$ cat config.mk
export PLATFORM = sky130hd
export DESIGN_NAME = keyed_rate_limiter_lru
export DESIGN_NICKNAME = d
export VERILOG_FILES = /design/src/design/krl_pkg.sv /design/src/design/krl_entry_ram.sv /design/src/design/krl_scan_unit.sv /design/src/design/keyed_rate_limiter_lru.sv
export SDC_FILE = /design/constraint.sdc
export NUM_CORES = 2
export LEC_CHECK = 0
export BUFFER_PORTS_ARGS = -buffer_cell sky130_fd_sc_hd__buf_2
export CAP_MARGIN = 25
export CORE_MARGIN = 5
export CORE_UTILIZATION = 42
export DETAILED_ROUTE_END_ITERATION = 7
export PLACE_DENSITY_LB_ADDON = 0.05
export REMOVE_ABC_BUFFERS = 1
export SKIP_CTS_REPAIR_TIMING = 1
export SLEW_MARGIN = 5
export SYNTH_ARGS = -nofsm -noshare
export SYNTH_HDL_FRONTEND = slang
export SYNTH_SLANG_ARGS = --single-unit
$ cat constraint.sdc
create_clock -name clk -period 7.3 [get_ports clk]
set_input_delay 0.365 -clock clk [delete_from_list [all_inputs] [get_ports clk]]
set_output_delay 0.365 -clock clk [all_outputs]
set_load 0.02 [all_outputs]
$ cat src/design/krl_pkg.sv
`timescale 1ns / 1ps
// ----------------------------------------------------------------------------
// krl_pkg: shared types and constants of the keyed rate limiter
// Beat payloads, register map codes and scan-unit control/flag structs.
// ----------------------------------------------------------------------------
package krl_pkg;

  localparam int KEY_W  = 32;
  localparam int TICK_W = 32;
  localparam int REP_W  = 16;
  localparam int CNT_W  = 5;
  localparam int CFG_W  = 32;
  localparam int ADDR_W = 3;

  localparam logic [REP_W-1:0]  REP_MAX        = '1;
  localparam logic [TICK_W-1:0] INTERVAL_RESET = 32'd1000;
  localparam logic [CNT_W-1:0]  CAPACITY_RESET = 5'd16;

  // register select is paddr[2]
  localparam logic REG_INTERVAL = 1'b0;
  localparam logic REG_CAPACITY = 1'b1;

  typedef struct packed {
    logic [KEY_W-1:0]  key_id;
    logic [TICK_W-1:0] now_ticks;
  } krl_req_t;

  typedef struct packed {
    logic              emit;
    logic [REP_W-1:0]  suppressed_count;
    logic              rejected;
    logic [CNT_W-1:0]  tracked_keys;
  } krl_res_t;

  typedef enum logic {
    MODE_LOOK = 1'b0,   // key search pass
    MODE_AGE  = 1'b1    // rank update / eviction pass
  } scan_mode_t;

  typedef struct packed {
    scan_mode_t mode;
    logic       touch;  // key was found: age entries more recent than it
    logic       trim;   // table at capacity: evict the oldest ranks
  } scan_ctl_t;

  typedef struct packed {
    logic match;  // valid entry holding the search key
    logic bump;   // rank ages by one, write back
    logic evict;  // entry drops out of the table
    logic free;   // slot usable for the new key
  } scan_flags_t;

endpackage

$ cat src/design/krl_entry_ram.sv
`timescale 1ns / 1ps
// ----------------------------------------------------------------------------
// krl_entry_ram: entry table storage
// One write port, one read port, registered read data.
// ----------------------------------------------------------------------------
module krl_entry_ram #(
  parameter int   DEPTH = 16,
  parameter int   WIDTH = 84,
  localparam int  AW    = (DEPTH > 1) ? $clog2(DEPTH) : 1
) (
  input  logic             clk,
  input  logic             we,
  input  logic [AW-1:0]    waddr,
  input  logic [WIDTH-1:0] wdata,
  input  logic [AW-1:0]    raddr,
  output logic [WIDTH-1:0] rdata
);

  logic [WIDTH-1:0] mem [DEPTH];

  always_ff @(posedge clk) begin
    if (we) begin
      mem[waddr] <= wdata;
    end
  end

  always_ff @(posedge clk) begin
    rdata <= mem[raddr];
  end

endmodule

$ cat src/design/krl_scan_unit.sv
`timescale 1ns / 1ps
// ----------------------------------------------------------------------------
// krl_scan_unit: per-entry compare and rank update
// Shared by both table passes; sees one entry per cycle.
// ----------------------------------------------------------------------------
module krl_scan_unit import krl_pkg::*; #(
  parameter int RANK_W = 4
) (
  input  scan_ctl_t         ctl,
  input  logic              entry_valid,
  input  logic [KEY_W-1:0]  entry_key,
  input  logic [RANK_W-1:0] entry_rank,
  input  logic [KEY_W-1:0]  search_key,
  input  logic [RANK_W-1:0] hit_rank,
  input  logic [RANK_W-1:0] cap_m1,
  output scan_flags_t       flags,
  output logic [RANK_W-1:0] rank_next
);

  logic evict;

  assign evict     = (ctl.mode == MODE_AGE) && !ctl.touch && ctl.trim && entry_valid &&
                     (entry_rank >= cap_m1);
  assign rank_next = entry_rank + RANK_W'(1);

  always_comb begin
    flags = '0;
    unique case (ctl.mode)
      MODE_LOOK: begin
        flags.match = entry_valid && (entry_key == search_key);
      end
      MODE_AGE: begin
        flags.evict = evict;
        flags.free  = !ctl.touch && (!entry_valid || evict);
        flags.bump  = entry_valid && (ctl.touch ? (entry_rank < hit_rank) : !evict);
      end
      default: flags = '0;
    endcase
  end

endmodule

$ cat src/design/keyed_rate_limiter_lru.sv
`timescale 1ns / 1ps
// ----------------------------------------------------------------------------
// keyed_rate_limiter_lru: per-key event rate limiter with LRU eviction
// Tracks up to TABLE_DEPTH keys; emits or suppresses each event by key age.
// ----------------------------------------------------------------------------
//
//  channel   signals                               direction  beat when
//  -------   -----------------------------------   ---------  ---------------------
//  request   start, busy, req                      in         start && !busy
//  result    done, result                          out        done (one cycle)
//  config    psel, penable, pwrite, paddr,         in/out     psel && penable &&
//            pwdata, prdata, pready                           pwrite (pready = 1)
//
//  A nonzero key keeps busy high through a search pass and an aging/eviction
//  pass over the single-read-port entry RAM, one entry per cycle, then a
//  final entry update in ST_WRITE.
//  The result beat comes in the same cycle that busy drops.
//  Key 0 is rejected in the next cycle, table untouched, busy stays low.
//  Reset clears the valid bits, entry count and registers at once; no sweep.
//  The result receiver cannot stall; done is a single-cycle strobe.
//
//  Register map (32-bit, selected by paddr[2]):
//    0x0 interval_ticks  minimum ticks between emits of one key
//    0x4 key_capacity    entries in use before eviction (5 bits)
//
module keyed_rate_limiter_lru import krl_pkg::*; #(
  parameter int TABLE_DEPTH = 16,
  parameter int COUNT_BITS  = 16
) (
  input  logic              clk,
  input  logic              rst,
  // request
  input  logic              start,
  input  krl_req_t          req,
  output logic              busy,
  // result
  output logic              done,
  output krl_res_t          result,
  // configuration
  input  logic              psel,
  input  logic              penable,
  input  logic              pwrite,
  input  logic [ADDR_W-1:0] paddr,
  input  logic [CFG_W-1:0]  pwdata,
  output logic [CFG_W-1:0]  prdata,
  output logic              pready
);

  localparam int IDX_W  = (TABLE_DEPTH > 1) ? $clog2(TABLE_DEPTH) : 1;
  localparam int STEP_W = $clog2(TABLE_DEPTH + 1);
  localparam int ENT_W  = KEY_W + TICK_W + COUNT_BITS + IDX_W;
  localparam int SUP_W  = (COUNT_BITS > REP_W) ? COUNT_BITS : REP_W;

  typedef enum logic [3:0] {
    ST_IDLE  = 4'b0001,
    ST_LOOK  = 4'b0010,
    ST_AGE   = 4'b0100,
    ST_WRITE = 4'b1000
  } state_t;

  // entry layout in RAM: key | last emit | suppressed | rank
  typedef struct packed {
    logic [KEY_W-1:0]      key;
    logic [TICK_W-1:0]     last;
    logic [COUNT_BITS-1:0] supp;
    logic [IDX_W-1:0]      rank;
  } entry_t;

  state_t state;

  // configuration registers
  logic [TICK_W-1:0] interval_ticks;
  logic [CNT_W-1:0]  key_capacity;

  // table control
  logic [TABLE_DEPTH-1:0] valid;
  logic [CNT_W-1:0]       count;

  // item being worked on
  logic [KEY_W-1:0]      key_q;
  logic [TICK_W-1:0]     now_q;
  logic                  hit;
  logic [IDX_W-1:0]      hit_idx;
  logic [IDX_W-1:0]      hit_rank;
  logic [TICK_W-1:0]     hit_last;
  logic [COUNT_BITS-1:0] hit_supp;
  logic                  slot_found;
  logic [IDX_W-1:0]      slot_idx;
  logic                  trim;

  // scan sequencing: step k reads entry k, processes entry k-1
  logic [STEP_W-1:0] step;
  logic [STEP_W-1:0] step_m1;
  logic [IDX_W-1:0]  proc_idx;
  logic              proc_valid;
  logic              scan_last;

  // RAM ports
  logic             ram_we;
  logic [IDX_W-1:0] ram_waddr;
  entry_t           ram_wdata;
  entry_t           ram_q;

  // scan unit
  scan_ctl_t        scan_ctl;
  scan_flags_t      flags;
  logic [IDX_W-1:0] rank_next;

  // capacity and update math
  logic [8:0]            cap_ext;
  logic [CNT_W-1:0]      cap_eff;
  logic [IDX_W-1:0]      cap_m1;
  logic [TICK_W-1:0]     elapsed;
  logic                  due;
  logic [COUNT_BITS-1:0] supp_inc;
  logic [SUP_W-1:0]      supp_ext;
  logic [REP_W-1:0]      rep;
  logic [CNT_W-1:0]      count_ins;
  logic                  accept;

  assign busy   = (state != ST_IDLE);
  assign accept = start && !busy;
  assign pready = 1'b1;

  // ---------------------------------------------------------------------------
  // APB register file: write on the access phase, reads are combinational
  // ---------------------------------------------------------------------------
  always_ff @(posedge clk) begin
    if (rst) begin
      interval_ticks <= INTERVAL_RESET;
      key_capacity   <= CAPACITY_RESET;
    end else if (psel && penable && pwrite && pready) begin
      unique case (paddr[2])
        REG_INTERVAL: interval_ticks <= pwdata;
        REG_CAPACITY: key_capacity   <= pwdata[CNT_W-1:0];
        default: ;
      endcase
    end
  end

  always_comb begin
    prdata = '0;
    unique case (paddr[2])
      REG_INTERVAL: prdata = interval_ticks;
      REG_CAPACITY: prdata = CFG_W'(key_capacity);
      default:      prdata = '0;
    endcase
  end

  // ---------------------------------------------------------------------------
  // Capacity clamp: zero acts as one, anything above the table as the table
  // ---------------------------------------------------------------------------
  assign cap_ext = 9'(key_capacity);

  always_comb begin
    if (key_capacity == '0) begin
      cap_eff = CNT_W'(1);
    end else if (cap_ext > 9'(TABLE_DEPTH)) begin
      cap_eff = CNT_W'(TABLE_DEPTH);
    end else begin
      cap_eff = key_capacity;
    end
  end

  assign cap_m1    = IDX_W'(cap_eff - CNT_W'(1));
  assign count_ins = (count < cap_eff) ? (count + CNT_W'(1)) : cap_eff;

  // ---------------------------------------------------------------------------
  // Scan stepping
  // ---------------------------------------------------------------------------
  assign step_m1    = step - STEP_W'(1);
  assign proc_idx   = step_m1[IDX_W-1:0];
  assign proc_valid = (step != '0);
  assign scan_last  = (step == STEP_W'(TABLE_DEPTH));

  assign scan_ctl.mode  = (state == ST_AGE) ? MODE_AGE : MODE_LOOK;
  assign scan_ctl.touch = hit;
  assign scan_ctl.trim  = trim;

  krl_scan_unit #(
    .RANK_W (IDX_W)
  ) u_scan (
    .ctl         (scan_ctl),
    .entry_valid (valid[proc_idx] && proc_valid),
    .entry_key   (ram_q.key),
    .entry_rank  (ram_q.rank),
    .search_key  (key_q),
    .hit_rank    (hit_rank),
    .cap_m1      (cap_m1),
    .flags       (flags),
    .rank_next   (rank_next)
  );

  // ---------------------------------------------------------------------------
  // Emit decision for a known key: time went backwards or interval elapsed
  // ---------------------------------------------------------------------------
  assign elapsed  = now_q - hit_last;
  assign due      = (now_q < hit_last) || (elapsed >= interval_ticks);
  assign supp_inc = (hit_supp == '1) ? hit_supp : (hit_supp + COUNT_BITS'(1));
  assign supp_ext = SUP_W'(hit_supp);
  assign rep      = (supp_ext > SUP_W'(REP_MAX)) ? REP_MAX : supp_ext[REP_W-1:0];

  // ---------------------------------------------------------------------------
  // Entry RAM: rank write-backs during aging, one entry update at the end
  // ---------------------------------------------------------------------------
  always_comb begin
    ram_we    = 1'b0;
    ram_waddr = proc_idx;
    ram_wdata = ram_q;
    if (state == ST_AGE) begin
      ram_we         = proc_valid && flags.bump;
      ram_wdata.rank = rank_next;
    end else if (state == ST_WRITE) begin
      ram_we         = 1'b1;
      ram_waddr      = hit ? hit_idx : slot_idx;
      ram_wdata.key  = key_q;
      ram_wdata.rank = '0;
      if (!hit || due) begin
        ram_wdata.last = now_q;
        ram_wdata.supp = '0;
      end else begin
        ram_wdata.last = hit_last;
        ram_wdata.supp = supp_inc;
      end
    end
  end

  krl_entry_ram #(
    .DEPTH (TABLE_DEPTH),
    .WIDTH (ENT_W)
  ) u_ram (
    .clk   (clk),
    .we    (ram_we),
    .waddr (ram_waddr),
    .wdata (ram_wdata),
    .raddr (step[IDX_W-1:0]),
    .rdata (ram_q)
  );

  // ---------------------------------------------------------------------------
  // Sequencer
  // ---------------------------------------------------------------------------
  always_ff @(posedge clk) begin
    if (rst) begin
      state <= ST_IDLE;
      valid <= '0;
      count <= '0;
      done  <= 1'b0;
      step  <= '0;
    end else begin
      done <= 1'b0;
      unique case (state)
        ST_IDLE: begin
          step <= '0;
          if (accept) begin
            if (req.key_id == '0) begin
              // empty key: answer at once, table untouched
              done                    <= 1'b1;
              result.emit             <= 1'b0;
              result.suppressed_count <= '0;
              result.rejected         <= 1'b1;
              result.tracked_keys     <= count;
            end else begin
              state      <= ST_LOOK;
              key_q      <= req.key_id;
              now_q      <= req.now_ticks;
              hit        <= 1'b0;
              slot_found <= 1'b0;
            end
          end
        end
        ST_LOOK: begin
          if (proc_valid && flags.match && !hit) begin
            hit      <= 1'b1;
            hit_idx  <= proc_idx;
            hit_rank <= ram_q.rank;
            hit_last <= ram_q.last;
            hit_supp <= ram_q.supp;
          end
          if (scan_last) begin
            state <= ST_AGE;
            step  <= '0;
            trim  <= (count >= cap_eff);
          end else begin
            step <= step + STEP_W'(1);
          end
        end
        ST_AGE: begin
          if (proc_valid && flags.evict) begin
            valid[proc_idx] <= 1'b0;
          end
          if (proc_valid && flags.free && !slot_found) begin
            slot_found <= 1'b1;
            slot_idx   <= proc_idx;
          end
          if (scan_last) begin
            state <= ST_WRITE;
            step  <= '0;
          end else begin
            step <= step + STEP_W'(1);
          end
        end
        ST_WRITE: begin
          state           <= ST_IDLE;
          done            <= 1'b1;
          result.rejected <= 1'b0;
          if (hit) begin
            result.emit             <= due;
            result.suppressed_count <= due ? rep : '0;
            result.tracked_keys     <= count;
          end else begin
            valid[slot_idx]         <= 1'b1;
            count                   <= count_ins;
            result.emit             <= 1'b1;
            result.suppressed_count <= '0;
            result.tracked_keys     <= count_ins;
          end
        end
        default: state <= ST_IDLE;
      endcase
    end
  end

  // ---------------------------------------------------------------------------
  // Assertions
  // ---------------------------------------------------------------------------
  a_count_matches_valid: assert property (@(posedge clk) disable iff (rst)
    (state == ST_IDLE) |-> ($countones(valid) == count))
    else $error("entry count disagrees with valid bits");

  a_count_bound: assert property (@(posedge clk) disable iff (rst)
    count <= CNT_W'(TABLE_DEPTH))
    else $error("entry count above table depth");

  a_reject_next: assert property (@(posedge clk) disable iff (rst)
    (accept && (req.key_id == '0)) |=> (done && result.rejected && !result.emit))
    else $error("empty key not rejected in next cycle");

  a_done_idle: assert property (@(posedge clk) disable iff (rst)
    done |-> !busy)
    else $error("result beat while busy");

  a_insert_slot: assert property (@(posedge clk) disable iff (rst)
    (state == ST_WRITE && !hit) |-> slot_found)
    else $error("insert without a free slot");

endmodule

## Word level (Yosys, flattened, before mapping)

Memories as Yosys holds them, arrays and structs flattened. A register that Yosys moved wholly into a read port is not among the register bits.
Index checks and enable logic that the tools add are counted.

- Memories: 1
- Bits in writable memories: 1344
- Output and inout port bits: 58
- Bits of input ports: 105
- Logic and storage cells: 163
- Register bits: 218

- Magnitude comparators: 12
- Add/sub/neg operators: 7
- Reductions and logical operators: 47
- Bitwise gates (word level): 6
- Muxes and demuxes: 52
- Equal/unequal tests: 17

Memories:

| memory | depth | width | read ports | clocked after Yosys merged registers in | write ports | RTL line | source |
|---|---|---|---|---|---|---|---|
| u_ram.mem | 16 | 84 | 1 | 1 | 1 | krl_entry_ram.sv:19 | `logic [WIDTH-1:0] mem [DEPTH];` |

Operator list:

| operator | number |
|---|---|
| 84-bit two-way mux | 1 |
| 16-bit two-way mux | 5 |
| 80-bit two-way mux | 1 |
| 32-bit one-hot mux with 2 select lines | 1 |
| 48-bit two-way mux | 1 |
| 23-bit two-way mux | 2 |
| 23-bit one-hot mux with 2 select lines | 1 |
| 32-bit == test | 1 |
| 32-bit greater-or-equal comparator | 1 |
| 32-bit zero test | 1 |
| 32-bit < comparator | 1 |
| 4-bit two-way mux | 8 |
| 16-bit one-hot mux with 2 select lines | 1 |
| 32-bit subtractor | 1 |
| 5-bit two-way mux | 5 |
| 1-bit logical AND | 19 |
| 17-bit two-way mux | 1 |
| 16-bit by 1-bit adder with 16-bit output (second input constant) | 1 |
| 16-bit bitwise AND | 1 |
| 16-bit == test (second input constant) | 1 |
| 16-bit > comparator (second input constant) | 1 |
| 1-bit two-way mux | 16 |
| 16-bit NOT | 1 |
| 16-bit OR | 1 |
| 35 further kinds | 68 |

## Depth between registers and ports, before layout

- Word-level depth: 14
- Mapped depth: 22
- Mapped depth without buffers: 20

## Hierarchy

A second synthesis with hierarchy kept.

- Cells, all modules: 3602
- Area total of the unflattened synthesis: 65454.0 sq um

Modules (own cells, without submodules):

| module | instances | area each (sq um) | sequential area each (sq um) | cells each |
|---|---|---|---|---|
| krl_entry_ram | 1 | 52052.4 | 42040.3 | 2154 |
| keyed_rate_limiter_lru | 1 | 12758.5 | 5865.6 | 1371 |
| krl_scan_unit | 1 | 643.1 | 0.0 | 77 |

## Worst setup path after synthesis

OpenSTA, ideal clock, no wires.

- Path type: register -> register
- Start point: reg step[0]
- End point: mem u_ram.mem[12][0], enable pin
- Setup time: 527 ps
- Data required time: 6773 ps
- Setup slack: -251 ps
- Arrival time: 7024 ps
- Buffers on the path: 4
- Clock period less this slack: 7551 ps
- Stages on the path, launching flop included: 14
- Cells stage by stage: dfxtp_1 > buf_4 > clkbuf_1 > clkbuf_1 > inv_1 > ha_1 > buf_2 > mux4_2 > mux2i_1 > mux2_2 > or2_1 > o41ai_2 > nand3_1 > nor2_1

- Cells in the longest elaborated chain, start to end: 14
- Elaborated cells on any way between the ends: 17
- Those cells by class: add/sub: 1; mux: 9; reduce/logical: 7

Ends and longest elaborated chain:

| what | RTL line | source |
|---|---|---|
| start: declaration | keyed_rate_limiter_lru.sv:92 | `logic [STEP_W-1:0] step;` |
| start signal: assignment | keyed_rate_limiter_lru.sv:285 | `step <= step + STEP_W'(1);` |
| start signal: assignment | keyed_rate_limiter_lru.sv:300 | `step <= step + STEP_W'(1);` |
| 4-bit by 1-bit subtractor with 4-bit output * | keyed_rate_limiter_lru.sv:171 | `assign step_m1 = step - STEP_W'(1);` |
| net step_m1[0] | keyed_rate_limiter_lru.sv:93 | `logic [STEP_W-1:0] step_m1;` |
| 1-bit binary-select mux with 4-bit select | keyed_rate_limiter_lru.sv:184 | `.entry_valid (valid[proc_idx] && proc_valid),` |
| 1-bit two-way mux (not written as such) | keyed_rate_limiter_lru.sv:184 |  |
| 1-bit logical AND | keyed_rate_limiter_lru.sv:184 |  |
| 1-bit logical AND (2 in a row) | krl_scan_unit.sv:22 | `assign evict = (ctl.mode == MODE_AGE) && !ctl.touch && ctl.trim && entry_valid &&` |
| 1-bit zero test | krl_scan_unit.sv:35 | `flags.bump = entry_valid && (ctl.touch ? (entry_rank < hit_rank) : !evict);` |
| 1-bit two-way mux | krl_scan_unit.sv:35 |  |
| 1-bit logical AND | krl_scan_unit.sv:35 |  |
| 3-bit two-way mux | krl_scan_unit.sv:28 | `unique case (ctl.mode)` |
| 1-bit logical AND | keyed_rate_limiter_lru.sv:211 | `ram_we = proc_valid && flags.bump;` |
| 1-bit two-way mux | keyed_rate_limiter_lru.sv:210 | `if (state == ST_AGE) begin` |
| 1-bit two-way mux | krl_entry_ram.sv:22 | `if (we) begin` |
| 1-bit two-way mux (not written as such) | krl_entry_ram.sv:23 | `mem[waddr] <= wdata;` |
| end: declaration | krl_entry_ram.sv:19 |  |

The timed path passes the listed nets; every way through them passes the cells marked *. The select of a mux whose other input is x is not followed.

==> metrics.md <==
| Metric | Value |
|---|---|
| Status | `complete, no violations` |
| Required time of the critical path | `7.72 ns` |
| Critical path capture point | `u_ram.mem[4][34]$_DFFE_PP_` |
| Hold Fails Final Rpt | `0` |
| Reg2Reg Depth | `19` |
| Minimum clock period | `6.54 ns` |
| Sequential fraction of the synthesis area | `0.737` |
| Commonest non-fill, non-tap cell in the layout | `edfxtp_1` |
| CP Data Arrival Time | `6.96 ns` |
| Clock skew after layout | `0.0288 ns` |
| # setup viols final | `0` |
| Startpoint types | `register` |
| Pint | `15600 uW` |
| Drt drc | `0` |
| Syn. warnings | `0` |
| Leak Pwr | `0.0196 uW` |
| Post-DP HPWL | `95.8 mm` |
| Io pins | `163` |
| CP peak stage delay | `0.82 ns` |
| Flop pwr share | `0.523` |
| Detailed Routing Iterations Pass 1 | `5` |
| Gr usage total | `0.204` |
| Power, Total | `19500 uW` |
| Antenna Diode Count | `0` |
| I/O Buffers | `159` |
| Total CTS buffers | `174` |
| VDD IR max | `0.272 mV` |
| Synth unique cells | `85` |
| Vias in the first global route | `34400` |
| Synth-to-Final Area Change | `17.3%` |
| Core Rows | `144` |
| Vias | `33300` |
| Gp weighted congestion | `0.804` |
| Post-synth top flop | `edfxtp_1` |
| Layout Cells excl Fill | `5970` |
| Initial antenna violation count | `2` |
| Grt ovf | `0` |
| Most frequent cells in the layout | `1494 x edfxtp_1, 424 x mux4_2, 258 x nand2_1, 179 x clkbuf_16, 166 x buf_2` |
| Vias per inst | `5.58` |
| Total stage count of the critical path | `19` |
| Ys async rst share | `0` |
| RSZ-0062 raised after global routing | `no` |
| Delay-heaviest family, CP | `compound AO/OA/AOI/OAI gates` |
| Clock power share | `0.458` |
| Max Cap Viol | `0` |
| CTS tree | `built` |
| Setup TNS | `0 ns` |
| Routed WL per cell | `28.1 um` |
| Mapped Cells | `3358` |
| Core region area | `154000 sq um` |
| Inst Count DP | `5541` |
| CP Buf/Inv Count | `1` |
| Die area | `163000 sq um` |
| Crit Path Max Fanout | `25` |
| Final worst path period share | `0.895` |
| Final Max Tran Viols | `0` |
| EDFF count, synth | `1494` |
| Worst reg2reg startpoint | `hit_last[0]$_DFFE_PP_` |
| Slowest CP cell | `o21ai_1` |
| Internal reg-to-reg setup slack | `0.76 ns` |
| Least-Margin Pin Slew | `1.05 ns` |
| P_sw | `3880 uW` |
| Crit path top cell by count | `ha_1` |
| Clk slew on worst S/H paths | `0.06 ns` |
| Routed Antenna Nets | `0` |
| Critical Path End Type | `register` |
| Synth Register Bits | `1646` |
| Min-delay worst type | `in2reg` |
| Mapped Area | `65000 sq um` |
| Starting Density | `0.422` |
| Largest net degree at the start of global routing | `99` |
| Switch share | `0.199` |
| Worst setup path start | `hit_last[0]$_DFFE_PP_` |
| Final #Nets | `3966` |
| Share of layout cells above drive strength 1 | `0.266` |
| Die Y | `403 um` |
| WS Path Type | `reg2reg` |
| Iter 0 DRT Violations | `2796` |
| Fmax | `153 MHz` |
| Later-pin clock latency in the skew report | `0.79 ns` |
| Worst path cell trace | `ha_1 -> fa_1 -> and2b_1 -> o2111ai_2 -> a2111oi_0 -> o31a_1 -> o311a_1 -> o21ai_0 -> o311ai_0 -> ha_1 -> nand2_1 -> nor2_1 -> and4_1 -> o2111a_1 -> a21oi_1 -> o2111ai_4 -> buf_12 -> mux2i_1 -> o21ai_1` |
| Root Buffer | `clkbuf_16` |
| H-Tree Depth | `4` |
| Comb power frac | `0.019` |
| First-pass GRT wire length | `242 mm` |
| Rel. slew slack | `0.295` |
| Clock sinks | `1646` |
| CTS Buffer Depth | `3` |
| Total Wirelength | `168 mm` |
| Pwr/cell area | `255 nW/um^2` |
| Syn avg cell area | `19.4 sq um` |
| RR Endpoint | `u_ram.mem[4][34]$_DFFE_PP_` |
| Die X | `403 um` |
==> synth_stat cells, types with 21 or more instances <==
cell / instances / area share
a21oi_1: 83 / 0.0064
and2_1: 25 / 0.0024
buf_1: 34 / 0.0020
clkbuf_1: 99 / 0.0057
dfxtp_1: 152 / 0.047
edfxtp_1: 1494 / 0.69
ha_1: 85 / 0.016
inv_1: 96 / 0.0055
mux2i_1: 44 / 0.0068
mux4_2: 424 / 0.15
nand2_1: 258 / 0.015
nand3_1: 43 / 0.0033
nand4_1: 21 / 0.0020
nor2_1: 112 / 0.0065
o21ai_0: 72 / 0.0055
xnor2_1: 51 / 0.0069
==> flip-flops by register name, indices dropped and copies added, names as in the netlist, 5 cells and up <==
| register | count |
|---|---|
| hit_supp | 16 |
| u_ram.rdata | 84 |
| key_capacity | 5 |
| now_q | 32 |
| count | 5 |
| u_ram.mem | 1344 |
| interval_ticks | 32 |
| result | 23 |
| valid | 16 |
| hit_last | 32 |
| step | 5 |
| key_q | 32 |
==> cell families (layout without fill, tap and decap cells) <==
logic type / count (synthesis) / after routing / share of synthesized area
other: 1 / 1 / 0.0000577
and+or+nand+nor: 540 / 540 / 0.0377
AOI/OAI and AO/OA: 295 / 295 / 0.0299
DFF: 1646 / 1646 / 0.737
muxes: 473 / 473 / 0.154
buffers and inverters: 251 / 819 / 0.0154
xor gates and xnor gates: 66 / 66 / 0.00918
adders and majority gates: 86 / 86 / 0.0167
==> per-layer routing <==
metal	track usage	part of all wire
met5	0	0
met1	0.282	0.44
met2	0.345	0.50
met3	0.0318	0.048
met4	0.0433	0.015
==> power by group through the flow <==
stage | Combinational, uW | Sequential, uW | Clock [uW]
final | 379 | 10200 | 8910
after global routing | 416 | 10200 | 9530
after CTS | 344 | 10200 | 9140
after detailed placement | 342 | 10400 | 0
after global placement | 338 | 10400 | 0
after floorplan | 201 | 10400 | 0
==> worst min-delay path: stages <==
cell    delay, ns
buf_2        0.10
buf_4        0.30
nor2_1       0.16
==> worst min path at each step <==
stage                                       start                            to  cells after the start
after floorplan           u_ram.rdata[20]$_DFF_P_         hit_last[0]$_DFFE_PP_                      0
after global placement    u_ram.rdata[39]$_DFF_P_        hit_last[19]$_DFFE_PP_                      0
after detailed placement  u_ram.rdata[27]$_DFF_P_         hit_last[7]$_DFFE_PP_                      0
after CTS                                 req[12]           now_q[12]$_DFFE_PP_                      1
after global routing                          rst  key_capacity[1]$_SDFFE_PP0P_                      3
final                                         rst  key_capacity[0]$_SDFFE_PP0P_                      3
==> metrics by stage <==
step           hold WS (ns)  instance area, sq um  worst slack [ns]   util
6_report              0.185                 76300             0.765  0.495
5_1_grt               0.160                 76300             0.371  0.495
4_1_cts              -0.323                 75300             0.712  0.489
3_5_place_dp          0.413                 69500             0.741  0.451
3_3_place_gp          0.412                 69400             0.574  0.450
2_1_floorplan         0.408                 64400            -14.87      -
==> layout make-up <==
cell class,count,area [sq um]
Multi-Input combinational cell,1461,16300
Clock inverter,94,1020
Fill cell,12600,77700
Inverter,99,374
Tap cell,2044,2560
Sequential cell,1646,47900
Timing Repair Buffer,393,3370
Clock buffer,233,4800
Power figures use the tool's default switching activity.
